File: src/tewu_pkg.sv
// Shared types and constants for the TSP edge weight unit.
// No dependencies; imported by every module of the block.
`default_nettype none

package tewu_pkg;

   // Default geometry of the coordinate fields
   localparam int DEF_COORD_WIDTH = 24;
   localparam int DEF_FRAC_BITS   = 8;

   // Result field
   localparam int                     EDGE_WIDTH = 17;
   localparam logic [EDGE_WIDTH-1:0]  EDGE_MAX   = 17'h1FFFF;

   // Configuration register
   localparam int               CSR_WIDTH = 2;
   localparam logic [CSR_WIDTH-1:0] CSR_RESET = 2'd0;

   // Pipeline depth outside the root stages
   localparam int FRONT_LATENCY = 5;
   localparam int BACK_LATENCY  = 2;

   // Distance kinds; the reserved code is captured as is and runs as the rounded kind
   typedef enum logic [CSR_WIDTH-1:0] {
      KIND_EUC  = 2'd0,
      KIND_CEIL = 2'd1,
      KIND_ATT  = 2'd2
   } kind_type;

   // Control that travels with each item down the pipeline
   typedef struct packed {
      logic     valid;
      kind_type kind;
      logic     zero;   // squared length was zero
   } tewu_ctl_type;

endpackage

`default_nettype wire

File: src/tewu_root_stage.sv
// One bit of the pipelined restoring square root, with the ATT scaled compare.
// Depends on tewu_pkg.
`default_nettype none

module tewu_root_stage import tewu_pkg::*; #(
   parameter  int COORD_WIDTH = DEF_COORD_WIDTH,
   parameter  int FRAC_BITS   = DEF_FRAC_BITS,
   parameter  int BIT_POS     = 0,
   localparam int OPW         = 2*COORD_WIDTH + 3,
   localparam int RB          = COORD_WIDTH + 2
) (
   input  wire logic          clock,
   input  wire logic          reset,
   input  wire tewu_ctl_type  ctl_up,
   input  wire logic [OPW-1:0] rem_up,
   input  wire logic [RB-1:0] root_up,
   output tewu_ctl_type       ctl_dn,
   output logic [OPW-1:0]     rem_dn,
   output logic [RB-1:0]      root_dn
);

   // room for the trial term scaled by 10 * 2^(2*FRAC_BITS)
   localparam int DW = OPW + 5 + 2*FRAC_BITS;

   tewu_ctl_type   ctl_ff;
   logic [OPW-1:0] rem_in, rem_ff;
   logic [RB-1:0]  root_in, root_ff;
   logic [DW-1:0]  rem_ext, d_base, d_att, trial, diff;
   logic           fits;

   // trial: (root + b)^2 - root^2 = 2*root*b + b^2, with b = 2^BIT_POS
   // root has no bits at or below BIT_POS, so the two terms do not overlap
   always_comb begin
      rem_ext = DW'(rem_up);
      d_base  = (DW'(root_up) << (BIT_POS + 1)) | (DW'(1) << (2*BIT_POS));
      d_att   = (d_base << (2*FRAC_BITS + 3)) + (d_base << (2*FRAC_BITS + 1));
      trial   = (ctl_up.kind == KIND_ATT) ? d_att : d_base;
      fits    = (rem_ext >= trial);
      diff    = rem_ext - trial;
      rem_in  = fits ? OPW'(diff) : rem_up;
      root_in = fits ? (root_up | (RB'(1) << BIT_POS)) : root_up;
   end

   always_ff @(posedge clock) begin
      if (reset) begin
         ctl_ff <= '0;
      end else begin
         ctl_ff <= ctl_up;
      end
   end

   always_ff @(posedge clock) begin
      rem_ff  <= rem_in;
      root_ff <= root_in;
   end

   assign ctl_dn  = ctl_ff;
   assign rem_dn  = rem_ff;
   assign root_dn = root_ff;

endmodule

`default_nettype wire

File: config.mk
export PLATFORM = sky130hd
export DESIGN_NAME = tewu_root_stage
export DESIGN_NICKNAME = d
export VERILOG_FILES = /design/src/tewu_pkg.sv /design/src/tewu_root_stage.sv
export SDC_FILE = /design/constraint.sdc
export NUM_CORES = 1
export LEC_CHECK = 0
export BUFFER_PORTS_ARGS = -buffer_cell sky130_fd_sc_hd__buf_2
export CORE_UTILIZATION = 40
export DETAILED_ROUTE_END_ITERATION = 6
export SYNTH_ARGS = -nofsm -noshare
export SYNTH_HDL_FRONTEND = slang
export SYNTH_SLANG_ARGS = --single-unit
export TNS_END_PERCENT = 30
File: constraint.sdc
create_clock -name clock -period 9.6 [get_ports clock]
set_input_delay 0.48 -clock clock [delete_from_list [all_inputs] [get_ports clock]]
set_output_delay 0.48 -clock clock [all_outputs]
set_load 0.005 [all_outputs]
# ---- Yosys cells after proc, flatten, opt, wreduce, memory -nomap -nowiden
# Cells that the tools add are included.
# W data, S select, Z words.
dict set report classes {
  n_addsub 2
  order_cmp 1
  eq_ne 1
  muxes 2
}
# cell count
set op_table {}
lappend op_table {{$ge A51 B47 Y1} 1}
lappend op_table {{$mux W51} 1}
lappend op_table {{$sub A51 B47 Y51} 1}
lappend op_table {{$add A46 B44 Y47} 1}
lappend op_table {{$mux W47} 1}
lappend op_table {{$eq A2 B2 Y1 const B} 1}
dict set report word_totals {
  register_bits 81
  word_cells 12
  in_bits 83
  output_inout_bits 81
}

# ---- Longest topological paths before layout
dict set report logic_depth {
  ltp_word 4
  depth_mapped 22
}

# ---- Worst setup path before layout
# OpenSTA, ideal clock, no wires.
dict set report synth_path {
  path_type {input to register}
  from {in root_up[0]}
  to {reg rem_ff[12], in the netlist rem_dn[12]}
  n_path_buf 2
  cell_stages 21
  arrival_time_ns 4.648
  required_time_ns 9.479
  slack_ns 4.831
  cell_sequence {ha_1 > a211o_1 > a2111oi_2 > nor4_1 > or2_2 > a31oi_1 > o21ai_0 > a21oi_1 > xnor2_1 > nand2_1 > ha_1 > clkbuf_1 > a21o_1 > a21o_1 > a21o_1 > a21oi_1 > o21ai_0 > or2_2 > a21oi_4 > buf_4 > mux2_2}
}
dict set report synth_between {
  elab_chain_cells 4
}
# element line
set synth_rtl {}
lappend synth_rtl {{start: declaration} tewu_root_stage.sv:16} ;# input wire logic [RB-1:0] root_up,
lappend synth_rtl {{$add A46 B44 Y47} tewu_root_stage.sv:36} ;# d_att = (d_base << (2*FRAC_BITS + 3)) + (d_base << (2*FRAC_BITS + 1));
lappend synth_rtl {{$mux W47 (*)} tewu_root_stage.sv:37} ;# trial = (ctl_up.kind == KIND_ATT) ? d_att : d_base;
lappend synth_rtl {{$ge A51 B47 Y1} tewu_root_stage.sv:38} ;# fits = (rem_ext >= trial);
lappend synth_rtl {{$mux W51 (*)} tewu_root_stage.sv:40} ;# rem_in = fits ? OPW'(diff) : rem_up;
lappend synth_rtl {{via rem_in[12]} tewu_root_stage.sv:26} ;# logic [OPW-1:0] rem_in, rem_ff;
lappend synth_rtl {{end signal: assignment} tewu_root_stage.sv:53} ;# rem_ff <= rem_in;
lappend synth_rtl {{end: declaration} tewu_root_stage.sv:26}
# Mark *: on every way through the listed nets, which the timed path passes. The rest lies on a longest branch.
# A chain may end at the register's enable or synchronous reset.

# ---- Final worst setup path
dict set report layout_path {
  from {in root_up[1]}
  to {reg rem_ff[14], in the netlist rem_dn[14]}
}
# Same word-level chain as after synthesis.

==> results.md <==
- Status: finished, final reports clean
- Setup ws final: between 3 and 4 ns
- RSZ-0062 raised after global routing: no
- Max Clk Rate: 170 MHz
- Period utilization: 0.613
- Core area: approximately 16000 sq um
- Syn Nets: 1011
- Initial core utilization: 0.411
- Vert. Die Dim: 130 microns
- Final core occ: 0.490
- Syn Std Cell Area: roughly 6600 sq um
- Synthesized flop and latch total: 81
- Post-synth EDFFs: 0
- Rel. slew slack: 0.300
- Post-CTS setup buffer count: 0
- WHS Path Cells: 1
- Register Area: 1620 sq um
- Worst path arrival time: 6.12 ns
- IO Port Bufs: about 160
- Syn_area_per_cell: between 7 and 8 sq um
- Num rows: 46
- CTS Root Cell: clkbuf_16
- Vias in the first global route: roughly 5800
- Max Buffers Root-to-Sink: 2
- Worst vdd ir: 0.0900 mV
- Fillers: 1648
- CTS HTree Levels: 3
- Post-CTS sizing: 0
- Top_reg_cell synth: dfxtp_1
- Leak pwr: 0.00347 uW
- Post-DP HPWL: 16200 microns
- Layout area overhead: 19.1%
- Routed wl met3: 1310 microns
- Layout Nets: 1153
- Post-DR wirelength/cell: 16.2 microns
- Chip Width: 130 microns
- Tot GR Track Use: 0.233
- CTS tree: yes
- WL met1: 9470 microns
- Number of routed nets with antenna violations: 0
- Startpoint types: input pin
- Share of layout cells above drive strength 1: 0.199
- Post-synth cell types: 64
- First-pass iteration count of the detailed router: 5
- Total grt overflow: 0
- Via total after detailed routing: 6590
- Clk slew on worst S/H paths: 0.06 ns
- CP Capture Type: flip-flop
- DRT iter0 DRCs: about 550
- Initial antenna violation count: 0
- Top Ports: approximately 160
- Post-synthesis sequential area ratio: 0.247
- YS warnings: 0
- Setup_tns: 0 ns
- HP Class: input pin to flip-flop
- Metal2 WL: about 8700 microns
- MaxCap Viol Count: 0
- Multi-input gate area: around 4700 sq um
- Die Footprint: 16900 sq um
- Fin. Hold Viols: 0
- Final Max Slew Viols: 0
- Final Critical Period: 5.88 ns
- Worst slew pin tran: 1.05 ns
- Worst EP required: 9.84 ns
- # DRC: 0
- Most frequent cells in the layout: buf_2 (163), nand2_1 (126), a21oi_1 (91)
- Placer congestion estimate: 0.906
- Max FO, Critical Path: 50
- Post-place setup slack: 3.43 ns
- Drt via density: between 5 and 6
- Post-CTS Hold Buffers: 0
- Top sig layer: met4
- Crit path kind: input pin to flip-flop
- PwrDens: 161 nW/um^2
- Synth Instances: around 860
- Largest net degree at the start of global routing: slightly above 50
- Async set-or-reset flop fraction in the synthesized netlist: 0
- Final setup viols: 0
- Most common cell after layout, fill and taps aside: buf_2
- CTS Buf Count: 9
- First-pass GRT wire length: ~30000 microns
- DRT Wirelength: 19800 microns
- WHS: 0.288 ns
- # clock sinks: 81
==> per-stage QoR <==
stage	total power (uW)	area, sq um	cells
floorplan	748	6550	855
global placement	919	7520	1202
detailed placement	917	7520	1202
CTS	1260	7810	1218
global route	1340	7810	1218
finish	1260	7810	1219
==> layout make-up <==
| cell class | instances | area share |
|---|---|---|
| Inverter | 33 | 0.0159 |
| Multi-Input combinational cell | 706 | 0.597 |
| Sequential cell | 81 | 0.208 |
| Clock buffer | 13 | 0.0320 |
| Clock inverter | 3 | 0.00513 |
| Tap cell | 216 | 0.0346 |
| Timing Repair Buffer | 166 | 0.107 |
| Antenna cell | 1 | 0.000320 |
==> worst max-delay path: stages <==
cell and delay (ns):
buf_2 0.15, ha_1 0.34, nor2b_1 0.17, o31a_1 0.28
o41ai_1 0.44, and2_1 0.24, o211ai_1 0.14, a41oi_1 0.40
o21ai_0 0.18, a31oi_1 0.19, a41oi_1 0.09, ha_1 0.46
nand4_1 0.25, nor2_1 0.08, nand3_1 0.11, o31ai_1 0.08
or2_2 0.33, a21oi_4 0.80, buf_4 0.51, mux2_2 0.39
==> layer usage <==
layer  vias up  GRT usage
met5         -          0
met4         0     0.0698
met3        18     0.0513
met2       238      0.363
met1      2954      0.321
li1       3380          -
==> cell families after synthesis <==
logic type	Yosys count	synth area share
buffers and inverters	68	0.0412
AO/OA/AOI/OAI	290	0.277
adder cells (fa/ha/maj)	73	0.142
AND/OR/NAND/NOR	270	0.192
XOR/XNOR	62	0.0829
multiplexers	11	0.0181
flip-flops	81	0.247
==> final timing paths <==
check,from,to,slack (ns)
setup / recovery,root_up[1],rem_dn[14],3.72
hold / removal,root_up[6],root_dn[6],0.29
==> synthesized netlist by cell type, types with 3 or more instances <==
cell type	count	area share
a211oi_1	10	0.011
xnor2_1	40	0.053
nor3_1	12	0.0092
o21bai_1	12	0.014
o21a_1	7	0.0080
and3_1	3	0.0029
or2_2	5	0.0048
nor2_1	42	0.024
nand3_1	14	0.011
clkbuf_1	25	0.014
nor2b_1	14	0.013
and4_1	3	0.0040
nor3b_1	4	0.0046
xor2_1	22	0.029
nand2b_1	7	0.0067
dfxtp_1	81	0.25
o31ai_1	6	0.0069
o21ai_1	5	0.0038
a31oi_1	10	0.0095
a21o_1	29	0.033
o21ai_0	83	0.063
nand2_1	126	0.072
mux2_2	4	0.0069
nand4_1	21	0.020
ha_1	71	0.14
a21oi_1	91	0.069
nor4_1	7	0.0067
o211ai_1	5	0.0057
or3_1	6	0.0057
mux2i_1	4	0.0061
mux2_1	3	0.0052
a21oi_2	3	0.0040
inv_1	32	0.018
buf_2	8	0.0061
==> where the power goes <==
part	total (uW)	internal [uW]	switching, uW
Combinational	500	215	285
Sequential	416	402	14.0
Clock	341	208	134
==> registers in the layout, summed over array words and instances (netlist names) <==
register and cells:
rem_dn 51, ctl_dn 4, root_dn 26
Power figures use the tool's default switching activity.
