$ cat config.mk
export PLATFORM = sky130hd
export DESIGN_NAME = tewu_back
export DESIGN_NICKNAME = d
export VERILOG_FILES = /design/src/tewu_pkg.sv /design/src/tewu_back.sv
export SDC_FILE = /design/constraint.sdc
export NUM_CORES = 1
export LEC_CHECK = 0
export CORE_ASPECT_RATIO = 2
export CORE_MARGIN = 5
export CORE_UTILIZATION = 60
export CTS_BUF_LIST = sky130_fd_sc_hd__clkbuf_4 sky130_fd_sc_hd__clkbuf_8
export DETAILED_ROUTE_END_ITERATION = 7
export DONT_BUFFER_PORTS = 1
export PLACE_DENSITY_LB_ADDON = 0.3
export SYNTH_ARGS = -nofsm -noshare
export SYNTH_HDL_FRONTEND = slang
export SYNTH_SLANG_ARGS = --single-unit
$ cat constraint.sdc
create_clock -name clock -period 3.3 [get_ports clock]
set_clock_uncertainty 0.1 [all_clocks]
set_input_delay 0.825 -clock clock [delete_from_list [all_inputs] [get_ports clock]]
set_output_delay 0.825 -clock clock [all_outputs]
set_load 0.02 [all_outputs]
$ cat src/tewu_pkg.sv
// Shared types and constants for the TSP edge weight unit.
// No dependencies; imported by every module of the block.
`default_nettype none

package tewu_pkg;

   // Default geometry of the coordinate fields
   localparam int DEF_COORD_WIDTH = 24;
   localparam int DEF_FRAC_BITS   = 8;

   // Result field
   localparam int                     EDGE_WIDTH = 17;
   localparam logic [EDGE_WIDTH-1:0]  EDGE_MAX   = 17'h1FFFF;

   // Configuration register
   localparam int               CSR_WIDTH = 2;
   localparam logic [CSR_WIDTH-1:0] CSR_RESET = 2'd0;

   // Pipeline depth outside the root stages
   localparam int FRONT_LATENCY = 5;
   localparam int BACK_LATENCY  = 2;

   // Distance kinds; the reserved code is captured as is and runs as the rounded kind
   typedef enum logic [CSR_WIDTH-1:0] {
      KIND_EUC  = 2'd0,
      KIND_CEIL = 2'd1,
      KIND_ATT  = 2'd2
   } kind_type;

   // Control that travels with each item down the pipeline
   typedef struct packed {
      logic     valid;
      kind_type kind;
      logic     zero;   // squared length was zero
   } tewu_ctl_type;

endpackage

`default_nettype wire

$ cat src/tewu_back.sv
// Back end: rounding or ceiling of the root per kind, then saturation to the result width.
// Depends on tewu_pkg.
`default_nettype none

module tewu_back import tewu_pkg::*; #(
   parameter  int COORD_WIDTH = DEF_COORD_WIDTH,
   parameter  int FRAC_BITS   = DEF_FRAC_BITS,
   localparam int OPW         = 2*COORD_WIDTH + 3,
   localparam int RB          = COORD_WIDTH + 2
) (
   input  wire logic            clock,
   input  wire logic            reset,
   input  wire tewu_ctl_type    ctl_up,
   input  wire logic [OPW-1:0]  rem_up,
   input  wire logic [RB-1:0]   root_up,
   output logic                 rsp_valid,
   output logic [EDGE_WIDTH-1:0] rsp_edge_weight
);

   localparam int TW = ((RB > FRAC_BITS) ? RB : FRAC_BITS) + 2;
   localparam int WW = (TW > EDGE_WIDTH) ? TW : EDGE_WIDTH;

   logic                  valid1_ff, valid2_ff;
   logic [TW-1:0]         t, m, w_in, w_ff;
   logic                  exact;
   logic [EDGE_WIDTH-1:0] weight_in, weight_ff;

   // Stage 1: integer weight from the root
   always_comb begin
      t     = TW'(root_up);
      m     = TW'(1) << FRAC_BITS;
      exact = (rem_up == '0);
      case (ctl_up.kind)
         KIND_EUC:  w_in = (t + m) >> (FRAC_BITS + 1);
         KIND_CEIL: w_in = exact ? ((t + m - TW'(1)) >> FRAC_BITS)
                                 : ((t >> FRAC_BITS) + TW'(1));
         KIND_ATT:  w_in = ctl_up.zero ? '0 : t + TW'(1);
         default:   w_in = (t + m) >> (FRAC_BITS + 1);
      endcase
   end

   // Stage 2: saturate
   assign weight_in = (WW'(w_ff) > WW'(EDGE_MAX)) ? EDGE_MAX : EDGE_WIDTH'(WW'(w_ff));

   always_ff @(posedge clock) begin
      if (reset) begin
         valid1_ff <= 1'b0;
         valid2_ff <= 1'b0;
      end else begin
         valid1_ff <= ctl_up.valid;
         valid2_ff <= valid1_ff;
      end
   end

   always_ff @(posedge clock) begin
      w_ff      <= w_in;
      weight_ff <= weight_in;
   end

   assign rsp_valid       = valid2_ff;
   assign rsp_edge_weight = weight_ff;

endmodule

`default_nettype wire
* After elaboration in Yosys (flattened, before gate mapping) *
Index checks and enable logic that the tools add are counted.

cells by class
  reduce and logical (&&, ||, !) cells = 1
  eq/ne operators = 2
  $mul = 0
  bitwise gates (word level) = 0
  magnitude comparators = 1
  multiplexer cells = 3
  div/mod/pow operators = 0
  shifts and indexed selects = 0
  add/subtract/negate cells = 4

operators with widths
  kind                     number
  $pmux W28 S2             1
  $logic_not A51 Y1        1
  $gt A28 B17 Y1 const B   1
  $sub A28 B1 Y28 const B  1
  $add A26 B1 Y27 const B  1
  $add A26 B9 Y27 const B  1
  $mux W27                 1
  $mux W20                 1
  $add A18 B1 Y19 const B  1
  $eq A2 B1 Y1 const B     1
  $eq A2 B2 Y1 const B     1

storage, ports and cells
  bits in read-only memories = 0
  bits in latches = 0
  output and inout bits = 18
  bits of input ports = 83
  flip-flop bits (word level) = 47
  bits in writable memories = 0
  memories kept = 0
  word-level logic and storage cells = 15

* Longest topological paths before layout *
  word-level depth = 4
  mapped depth = 10
  mapped depth without buffers = 8

* Least setup slack after synthesis *
No wires, ideal clock.

  path kind = input to register
  start = input port root_up[8]
  end = register w_ff[15]
  stages = 9
  slack = 0.120 ns
  arrival = 2.942 ns
  path buffers = 1
  library setup time = 0.138 ns
  required time = 3.062 ns
  cells stage by stage = ha_1 nand3_2 nor4_2 or4b_1 and3_1 buf_6 nor4_2 xor2_1 o221ai_1

on the way
  word-level cells in the longest chain between the ends = 4
  elaborated cells on any way between the ends = 7
  classes of those cells = 4 x add/sub; 3 x mux

RTL lines
  element               RTL line                                           text
  start, declared       tewu_back.sv:15                                    input wire logic [RB-1:0] root_up,
  $add A26 B9 Y27       tewu_back.sv:34, tewu_back.sv:35, tewu_back.sv:38
  $sub A28 B1 Y28       tewu_back.sv:35                                    KIND_CEIL: w_in = exact ? ((t + m - TW'(1)) >> FRAC_BITS)
  $mux W20              tewu_back.sv:35
  $pmux W28 S2 *        tewu_back.sv:33                                    case (ctl_up.kind)
  net w_in[15]          tewu_back.sv:24                                    logic [TW-1:0] t, m, w_in, w_ff;
  end signal, assigned  tewu_back.sv:56                                    w_ff <= w_in;
  end, declared         tewu_back.sv:24

Mark *: on every way through the listed nets, which the timed path passes. The rest lies on a longest branch.
A chain may end at the register's enable or synchronous reset.

* Worst setup path after layout *
  start = input port root_up[9]
  end = register w_ff[15]

Same word-level chain as after synthesis.

==> impl_metrics.csv <==
group,metric,value,unit
final_layout,nNetsFinal,459,
setup_path,crit_type,"in2reg",
logic_synthesis,ys_seq_area_frac,0.307,
floorplanning,die_area,6600,um2
sta,worst_pin_slew,727,ps
sta,fmaxAchievable,358,MHz
final_layout,syn2layout_area_growth,3.79,%
sta,maxSlewViolCount,0,
floorplanning,rows,36,
logic_synthesis,netlist.area_leader.share,0.307,
sta,hold_viol,0,
final_layout,final_layout_size_suffix_gt1_frac,0.110,
setup_path,crit_start,"root_up[9]",
floorplanning,die_h,110,um
drt,firstDrtPassIters,5,
final_layout,regArea,921,um2
clock_tree,cts-root-buf,"clkbuf_8",
worst_hold_path,min_from,"w_ff[14]$_DFF_P_",
clock_tree,cts_made_buffers,5,
clock_tree,clockBufferDepth,2,
drt,finalWirelength,8430,um
placed_design,io_buffer_count,0,
sta,setup_ws,504,ps
drt,vias_per_cell,6.50,
worst_hold_path,worstHoldPathCells,1,
drt,route.detailed.drc,0,
setup_path,crit_arrival,2840,ps
pwr,powerDensity,391,nW/um2
clock_tree,cts.sinks,46,
sta,min_period,2800,ps
logic_synthesis,synth_edf_count,0,
clock_tree,cts_tree,"built",
clock_tree,clk_pin_slew,80,ps
global_route,antenna_found_initial,0,
drt,drt_iter0_markers,93,
clock_tree,cts-resized-gates,0,
placed_design,gp_congestion,0.923,
pwr,leakage,1.05,nW
status,status,"completed",
worst_hold_path,hold_class,"reg2reg",
final_layout,multi_input_area,1950,um2
placed_design,hpwl,7140,um
clock_tree,holdBufCountCts,0,
logic_synthesis,syn_inst,377,
logic_synthesis,synth_seq_cells,46,
final_layout,diodes,0,
logic_synthesis,avgSynthCellArea,7.96,um2
floorplanning,coreArea,4860,um2
logic_synthesis,synth_top_cell_by_area,"dfxtp_1",
drt,drtAntennaViolNets,0,
logic_synthesis,synthFlopType,"dfxtp_1",
setup_path,critPathMaxFanout,7,
setup_path,crit_path_start_kind,"input pin",
drt,vias,2787,
sta,max_slew_margin,0.511,
sta,rsz0062_at_grt,"no",
logic_synthesis,syn_area,3000,um2
setup_path,crit_required,3340,ps
drt,wire_per_inst,19.7,um
placed_design,pre_cts_ws,214,ps
final_layout,fill_cells,441,
global_route,gr-total-overflow,0,
logic_synthesis,synth_fp_nets,465,
setup_path,cp-end-kind,"flop",
floorplanning,die_w,60.0,um
sta,min_period_over_period,0.847,
clock_tree,worstSkewPairLatency,290,ps
floorplanning,ios,101,
clock_tree,post_cts_buffers,0,
logic_synthesis,ys_async_sr_fraction,0,
sta,setup_viol_count_final,0,
job,cap_violations,0,
setup_path,reg2reg_depth,3,
logic_synthesis,netlist_top_cells_area,"dfxtp_1 31%, xnor2_1 8.5%, xor2_1 8.5%",
pwr,vdd_drop_max,0.535,mV
global_route,grt_usage,0.272,
logic_synthesis,yosysUniqueCellTypes,45,
floorplanning,start_util,0.617,
global_route,grt_pass1_wl,13500,um
global_route,grt_pass1_vias,2963,
sta,fin_tns_setup,0,ps
logic_synthesis,ys.warnings.count,0,
setup_path,crit-reg2reg-launch,"w_ff[26]$_DFF_P_",
clock_tree,h-tree-depth,2,
global_route,grt_start_max_net_pins,19,
==> kinds of logic (layout without fill, tap and decap cells) <==
logic type	count (synthesis)	count (layout)	synth area share
flip-flops	46	46	0.307
buffers and inverters	28	23	0.0442
AO/OA/AOI/OAI	41	41	0.0871
adder cells (fa/ha/maj)	5	5	0.0208
AND/OR/NAND/NOR	197	197	0.365
XOR/XNOR	58	58	0.169
multiplexers	2	2	0.00667
==> cells in the final DEF, fill, tap and decap left out, types with 4 or more instances in the layout <==
cell and instances:
a21oi_1 7, a22oi_1 7, and2_1 5, and3_1 5, buf_4 7, clkbuf_8 5, dfxtp_1 46, ha_1 5
inv_1 7, nand2_1 31, nand3_1 12, nand4_1 20, nor2_1 32, nor3_1 12, nor4_1 36, nor4_2 4
o21ai_1 11, or2_2 18, or3_1 6, xnor2_1 29, xor2_1 29
==> state kept, by name (all words and copies together) (netlist names) <==
name	cells
valid1_ff	1
w_ff	27
rsp_valid	1
rsp_edge_weight	17
==> worst max-delay path: stages <==
cell	delay [ps]
nand4_2	160
or3_1	410
or4b_1	510
and3_1	300
nor4_2	340
xor2_1	170
o221ai_1	120
==> path summary, 6_finish.rpt <==
| path | end | slack (ps) |
|---|---|---|
| max | w_ff[15]$_DFF_P_ | 500 |
| max reg2reg | rsp_edge_weight[13]$_SDFF_PN1_ | 1710 |
| min reg2reg | rsp_edge_weight[14]$_SDFF_PN1_ | 310 |
| min | rsp_edge_weight[14]$_SDFF_PN1_ | 310 |
==> final cells by class <==
type / instances / share of cell area
clock inverters: 3 / 0.00763
multi-input cells: 303 / 0.625
inverters: 8 / 0.00964
well taps: 57 / 0.0229
flip-flops and latches: 46 / 0.296
clock buffers: 5 / 0.0221
repair buffers: 7 / 0.0169
==> report_power, final <==
group	switching, mW	total [mW]	internal (mW)
combinational	0.101	0.192	0.0908
clock	0.182	0.333	0.151
sequential	0.0683	0.692	0.624
total	0.351	1.22	0.866
==> through the flow <==
| stage | power, mW | util | area, um2 | hold WS, ps | std cells |
|---|---|---|---|---|---|
| 2_1_floorplan | 0.872 | - | 3000 | 293 | 377 |
| 5_1_grt | 1.28 | 0.640 | 3120 | 323 | 429 |
| 3_3_place_gp | 0.894 | 0.621 | 3020 | 295 | 421 |
| 3_5_place_dp | 0.897 | 0.621 | 3020 | 297 | 421 |
| 4_1_cts | 1.22 | 0.640 | 3120 | 312 | 429 |
| 6_report | 1.22 | 0.640 | 3120 | 314 | 429 |
==> synthesized netlist by cell type (all sizes together), types with 6 or more instances <==
library cell	n
a21oi	7
a22oi	7
buf	10
clkbuf	10
dfxtp	46
inv	8
nand2	31
nand3	14
nand4	21
nor2	32
nor3	12
nor4	40
o21ai	14
or2	19
or3	6
xnor2	29
xor2	29
==> metal layers <==
metal	up-vias	GRT usage	routed length (um)
met1	1244	0.236	2640
met4	0	0.235	683
met2	161	0.487	4490
li1	1338	-	-
met3	44	0.0688	624
met5	-	0	0
Note: power is estimated with default switching activity, not from simulation.
