File: src/tewu_pkg.sv
// Shared types and constants for the TSP edge weight unit.
// No dependencies; imported by every module of the block.
`default_nettype none

package tewu_pkg;

   // Default geometry of the coordinate fields
   localparam int DEF_COORD_WIDTH = 24;
   localparam int DEF_FRAC_BITS   = 8;

   // Result field
   localparam int                     EDGE_WIDTH = 17;
   localparam logic [EDGE_WIDTH-1:0]  EDGE_MAX   = 17'h1FFFF;

   // Configuration register
   localparam int               CSR_WIDTH = 2;
   localparam logic [CSR_WIDTH-1:0] CSR_RESET = 2'd0;

   // Pipeline depth outside the root stages
   localparam int FRONT_LATENCY = 5;
   localparam int BACK_LATENCY  = 2;

   // Distance kinds; the reserved code is captured as is and runs as the rounded kind
   typedef enum logic [CSR_WIDTH-1:0] {
      KIND_EUC  = 2'd0,
      KIND_CEIL = 2'd1,
      KIND_ATT  = 2'd2
   } kind_type;

   // Control that travels with each item down the pipeline
   typedef struct packed {
      logic     valid;
      kind_type kind;
      logic     zero;   // squared length was zero
   } tewu_ctl_type;

endpackage

`default_nettype wire

File: src/tewu_front.sv
// Front end: coordinate differences, magnitudes, squares, squared length and root operand.
// Depends on tewu_pkg.
`default_nettype none

module tewu_front import tewu_pkg::*; #(
   parameter  int COORD_WIDTH = DEF_COORD_WIDTH,
   localparam int OPW         = 2*COORD_WIDTH + 3
) (
   input  wire logic                    clock,
   input  wire logic                    reset,
   input  wire tewu_ctl_type            ctl_up,
   input  wire logic [COORD_WIDTH-1:0]  x_first,
   input  wire logic [COORD_WIDTH-1:0]  y_first,
   input  wire logic [COORD_WIDTH-1:0]  x_second,
   input  wire logic [COORD_WIDTH-1:0]  y_second,
   output tewu_ctl_type                 ctl_dn,
   output logic [OPW-1:0]               operand
);

   localparam int SQW = 2*COORD_WIDTH;

   tewu_ctl_type ctl1_ff, ctl2_ff, ctl3_ff, ctl4_ff, ctl5_ff;
   tewu_ctl_type ctl1_in, ctl5_in;

   logic [COORD_WIDTH:0]   dx_in, dy_in, dx_ff, dy_ff;
   logic [COORD_WIDTH-1:0] dxm_in, dym_in, dxm_ff, dym_ff;
   logic [SQW-1:0]         dxs_in, dys_in, dxs_ff, dys_ff;
   logic [SQW:0]           sum_in, sum_ff;
   logic [OPW-1:0]         operand_in, operand_ff;
   logic                   zero_len;

   // Stage 1: sign-extended differences
   always_comb begin
      dx_in   = {x_first[COORD_WIDTH-1], x_first} - {x_second[COORD_WIDTH-1], x_second};
      dy_in   = {y_first[COORD_WIDTH-1], y_first} - {y_second[COORD_WIDTH-1], y_second};
      ctl1_in = ctl_up;
      ctl1_in.zero = 1'b0;
   end

   // Stage 2: magnitudes, always below 2^COORD_WIDTH
   always_comb begin
      dxm_in = dx_ff[COORD_WIDTH] ? COORD_WIDTH'(~dx_ff + 1'b1) : dx_ff[COORD_WIDTH-1:0];
      dym_in = dy_ff[COORD_WIDTH] ? COORD_WIDTH'(~dy_ff + 1'b1) : dy_ff[COORD_WIDTH-1:0];
   end

   // Stage 3: squares
   always_comb begin
      dxs_in = SQW'(dxm_ff) * SQW'(dxm_ff);
      dys_in = SQW'(dym_ff) * SQW'(dym_ff);
   end

   // Stage 4: squared length
   assign sum_in = (SQW+1)'(dxs_ff) + (SQW+1)'(dys_ff);

   // Stage 5: root operand per kind
   // rounded: 4s; ceiling: s; ATT: s-1 (the scaled compare sits in the root stages)
   always_comb begin
      zero_len = (sum_ff == '0);
      ctl5_in  = ctl4_ff;
      ctl5_in.zero = zero_len;
      case (ctl4_ff.kind)
         KIND_EUC:  operand_in = {sum_ff, 2'b00};
         KIND_CEIL: operand_in = OPW'(sum_ff);
         KIND_ATT:  operand_in = zero_len ? '0 : OPW'(sum_ff) - OPW'(1);
         default:   operand_in = {sum_ff, 2'b00};
      endcase
   end

   // Control registers
   always_ff @(posedge clock) begin
      if (reset) begin
         ctl1_ff <= '0;
         ctl2_ff <= '0;
         ctl3_ff <= '0;
         ctl4_ff <= '0;
         ctl5_ff <= '0;
      end else begin
         ctl1_ff <= ctl1_in;
         ctl2_ff <= ctl1_ff;
         ctl3_ff <= ctl2_ff;
         ctl4_ff <= ctl3_ff;
         ctl5_ff <= ctl5_in;
      end
   end

   // Payload registers
   always_ff @(posedge clock) begin
      dx_ff      <= dx_in;
      dy_ff      <= dy_in;
      dxm_ff     <= dxm_in;
      dym_ff     <= dym_in;
      dxs_ff     <= dxs_in;
      dys_ff     <= dys_in;
      sum_ff     <= sum_in;
      operand_ff <= operand_in;
   end

   assign ctl_dn  = ctl5_ff;
   assign operand = operand_ff;

endmodule

`default_nettype wire

File: config.mk
export PLATFORM = sky130hd
export DESIGN_NAME = tewu_front
export DESIGN_NICKNAME = d
export VERILOG_FILES = /design/src/tewu_pkg.sv /design/src/tewu_front.sv
export SDC_FILE = /design/constraint.sdc
export NUM_CORES = 2
export LEC_CHECK = 0
export BUFFER_PORTS_ARGS = -buffer_cell sky130_fd_sc_hd__buf_4
export CORE_UTILIZATION = 45
export CTS_CLUSTER_SIZE = 10
export DETAILED_ROUTE_END_ITERATION = 16
export SKIP_LAST_GASP = 1
export SYNTH_ARGS = -nofsm -noshare
export SYNTH_HDL_FRONTEND = slang
export SYNTH_SLANG_ARGS = --single-unit
export TNS_END_PERCENT = 100
File: constraint.sdc
create_clock -name clock -period 7.1 [get_ports clock]
set_input_delay 0.71 -clock clock [delete_from_list [all_inputs] [get_ports clock]]
set_output_delay 0.71 -clock clock [all_outputs]
set_load 0.005 [all_outputs]
Word level (Yosys, flattened, before mapping)
Index checks and enable logic that the tools add are counted.
{ "word_totals": {"regBits": 310, "latch_bits": 0, "mem_bits_rw": 0, "mem_bits_ro": 0, "input_bits": 102, "out_inout_bits": 55, "word_cells": 36, "n_memories": 0} }
{ "classes": {"addsub": 6, "mul": 2, "div": 0, "order_cmp": 0, "eq_ne": 2, "shifts": 0, "muxes": 4, "n_bitwise": 2, "n_reduce_logical": 1} }
{ "op_table": {"columns": ["op", "count"], "rows": [
  ["$pmux W51 S2", 1],
  ["$mul A24 B24 Y48", 2],
  ["$mux W51", 1],
  ["$sub A24 B24 Y25", 2],
  ["$sub A49 B1 Y50 const B", 1],
  ["$add A48 B48 Y49", 1],
  ["$logic_not A49 Y1", 1],
  ["$add A24 B1 Y24 const B", 2],
  ["$mux W24", 2],
  ["$not A24 Y24", 2],
  ["$eq A2 B1 Y1 const B", 1],
  ["$eq A2 B2 Y1 const B", 1]
]} }

Logic depth before layout (Yosys ltp)
{ "depth": {"depth_word": 3, "ltp_mapped": 28, "ltp_nobuf": 27} }

Worst setup path before layout
No wires, ideal clock.
{ "synth_path": {"path_kind": "flip-flop to flip-flop", "startpoint": "register dxm_ff[17]", "endpoint": "register dxs_ff[42]", "setup_time_ns": 0.127, "arrival_time_ns": 7.178, "required_ns": 6.973, "slack_ns": -0.204, "path_stages_with_launch": 28, "path_buffers": 3, "synth_period_minus_slack_ns": 7.304, "path_cell_list": "dfxtp_1 -> clkbuf_1 -> clkbuf_1 -> nand2_1 -> fa_1 -> inv_1 -> fa_1 -> fa_1 -> inv_1 -> fa_1 -> inv_1 -> fa_1 -> fa_1 -> inv_1 -> fa_1 -> inv_1 -> ha_1 -> clkbuf_1 -> a21o_1 -> o21a_1 -> a311o_1 -> or3_1 -> o21ai_0 -> nor2_1 -> a2bb2oi_1 -> a31oi_1 -> o21ai_0 -> xor2_1"} }
{ "synth_via": {"elab_chain_cells": 1} }
{ "synth_lines": {"columns": ["element", "line", "text"], "rows": [
  ["from (decl)", "tewu_front.sv:26", "logic [COORD_WIDTH-1:0] dxm_in, dym_in, dxm_ff, dym_ff;"],
  ["from (signal assigned)", "tewu_front.sv:90", "dxm_ff <= dxm_in;"],
  ["$mul A24 B24 Y48", "tewu_front.sv:48", "dxs_in = SQW'(dxm_ff) * SQW'(dxm_ff);"],
  ["via dxs_in[42]", "tewu_front.sv:27", "logic [SQW-1:0] dxs_in, dys_in, dxs_ff, dys_ff;"],
  ["to (signal assigned)", "tewu_front.sv:92", "dxs_ff <= dxs_in;"],
  ["to (decl)", "tewu_front.sv:27", null]
]} }
The timed path passes the listed nets, and every way through them passes these cells.
A chain may end at the register's enable or synchronous reset.

Worst setup path in the final report
{ "layout_path": {"startpoint": "register dxm_ff[12]", "endpoint": "register dxs_ff[45]"} }
The elaborated chain is that of the path after synthesis.

==> results.ini <==
[final_layout]
layout_commonest_cell = inv_1
nets = 6908
multiInputGateArea_sq_um = 34900
drive_gt1_share_pct = 13.9
layout_common_cells = inv_1 (1295), fa_1 (836), buf_4 (504)
n_antenna_cell = 0
seqCellArea_sq_um = 6270
area_growth_pct = 15.8
nFillCells = 9350

[critical_path]
rrSetupSlack_ns = 0.17
cp_top_family = adder cells
worstPathArrival_ns = 7.40
start_kind = register
endpoint = dxs_ff[45]$_DFF_P_
r2r-end = dxs_ff[45]$_DFF_P_
path_max_fanout = 6
max_stage_delay_ns = 0.56
worst_setup_path_end_kind = register
cp_num_buf_inv = 8
crit_path_start = dxm_ff[12]$_DFF_P_
path_depth = 27
reg2reg_from = dxm_ff[12]$_DFF_P_
critPathSlowestCell = fa_2
crit_top_cell = fa_1
crit_type = register to register
required_ns = 7.57
rr_worst_depth = 27

[timing]
fin_ws_ns = 0.171
finalCriticalPeriod_ns = 6.93
post-route-period-util_pct = 97.6
finalMaxSlewViolations = 0
tightestPinTransition_ns = 1.20
relSlewSlack_pct = 20.0
max_freq_mhz = 144
hold_viol = 0
rsz0062_at_grt = yes
setup_viol = 0
clock_skew_ns = 0.0192

[drt]
drt.antenna.violating_nets = 0
drc = 0
vias_per_cell = 4.88
routedWlPerCell_um = 15.0
routed-via-count = 33567
first_iter_violations = 1705
routed_wl_um = 103000
dr.pass1.iters = 5

[status]
status = completed

[synth]
syn_area_per_cell_sq_um = 9.09
async_flop_share_pct = 0
ys_warn_count = 0
synth_nets = 6463
syn_area_sq_um = 46000
ys_seq_area_share_pct = 13.4
ys.flop_type = dfxtp_1
synth_cell_types = 72
synth_edf_count = 0
ys_seq_elements = 308
syn_inst = 5060

[clocking]
cts_hold_buf = 0
clkTransAtPathRegs_ns = 0.06
clock-sinks = 308
clkLatencyLatePin_ns = 0.57
h-tree-depth = 2
clockBufferDepth = 3
numCtsBuffers = 40
cts_tree = built
root_buffer = clkbuf_16

[global_routing]
grt_max_degree = 92
grt_pass1_wl_um = 173000
grt_pass1_vias = 34776
gr-usage-all-layers_pct = 20.7
antenna_found_initial = 2
grt_overflow = 0

[floorplanning]
pin_count = 157
chipHeight_um = 322
die-area_sq_um = 103000
row_count = 116
die_w_um = 322
coreArea_sq_um = 101000
initial_utilization_pct = 45.6

[worst_hold_path]
holdPathStages = 0
hold_path.class = register to register

[placement]
pre_cts_ws_ns = -0.318
port_buffers = 155
gp_congestion = 0.856
hpwl_um = 88600

[flow_run]
maxCapViolations = 0

Yosys cell counts, drive strengths merged, types with 4 or more instances:
cell     instances  area [sq um]
nand3b           6          45.0
a221oi           7          61.3
nand2b          28           175
o31a             6          52.6
nor3            46           230
fa             846         16900
and4            12           105
xor2            72           631
o211ai           7          52.6
or2             15          96.3
a211oi          20           150
o21a            29           218
o41ai            7          61.3
o31ai           26           209
o21bai          28           210
inv           1296          4860
a21oi          177           886
nor2           160           601
nor4            20           125
a21boi          15           113
xnor2          146          1280
o41a             4          45.0
clkbuf         128           480
a311oi           4          35.0
and2           230          1440
or3             30           188
mux2            12           135
and3            16           100
nand2          445          1670
a21o            93           698
or4             17           143
dfxtp          308          6170
nor2b           51           319
o2111ai          6          52.6
ha             455          5690
o21ai          168           841
nand3           30           150
nor3b            5          37.5
a31oi           20           125
nand4           15          93.8
a22oi            4          30.0
buf             12          76.3
state kept, by name, indices dropped and copies added (netlist names):
register and cells:
dym_ff 24, sum_ff 49, dys_ff 47, ctl_dn 4, ctl4_ff 3, ctl2_ff 3
ctl3_ff 3, dy_ff 25, operand 51, ctl1_ff 3, dxs_ff 47, dx_ff 25
dxm_ff 24
through the flow:
step / cell area (sq um) / std cells / utilization (%) / TNS [ns] / hold WS [ns]
5_1_grt: 53200 / 6878 / 52.8 / -0.0853 / 0.332
4_1_cts: 52500 / 6866 / 52.1 / 0 / 0.323
3_5_place_dp: 51200 / 6805 / 50.8 / -2.64 / 0.339
3_3_place_gp: 51200 / 6805 / 50.8 / -1.91 / 0.339
2_1_floorplan: 46000 / 5060 / - / 0 / 0.331
6_report: 53200 / 6878 / 52.8 / 0 / 0.328
logic make-up after synthesis:
family	Yosys count	synth area share (%)
flip-flops	308	13.4
buffers and inverters	1436	11.8
adder cells (fa/ha/maj)	1301	49.2
AND/OR/NAND/NOR	1132	12.1
AO/OA/AOI/OAI	651	8.94
multiplexers	14	0.337
XOR/XNOR	218	4.15
routing by layer:
layer	vias up	wire, um	part of all wire, %	track usage, %
li1	16367	-	-	-
met1	16510	47200	46	28.5
met2	587	49800	48	35.2
met3	101	4580	4.4	2.12
met4	2	1680	1.6	3.90
met5	-	13	0.013	0
layout make-up:
cell class | instances | share of cell area [%]
clock inverter | 8 | 0.115
multi-input combinational | 3316 | 65.6
clock buffer | 50 | 2.09
timing repair buffer | 543 | 8.11
sequential | 308 | 11.8
tap | 1357 | 3.19
inverter | 1296 | 9.14
worst min-delay path by stage:
| stage | from | end | slack, ns |
|---|---|---|---|
| after floorplan | dx_ff[0]$_DFF_P_ | dxm_ff[0]$_DFF_P_ | 0.33 |
| after global placement | dx_ff[0]$_DFF_P_ | dxm_ff[0]$_DFF_P_ | 0.34 |
| after detailed placement | dx_ff[0]$_DFF_P_ | dxm_ff[0]$_DFF_P_ | 0.34 |
| after CTS | dx_ff[0]$_DFF_P_ | dxm_ff[0]$_DFF_P_ | 0.32 |
| after global routing | dx_ff[0]$_DFF_P_ | dxm_ff[0]$_DFF_P_ | 0.33 |
| final | dx_ff[0]$_DFF_P_ | dxm_ff[0]$_DFF_P_ | 0.33 |
timing repair:
action | in CTS | in global routing
endpoints found under the setup margin | 24 | 30
cloned | 0 | 4
buffers inserted | 3 | 8
pin swaps | 6 | 55
hold endpoints to repair | 0 | 0
gates resized for setup | 47 | 168
Power is left out: the tool's default activity adds up to more than one toggle a clock period on the data nets, which glitch-free logic cannot reach.
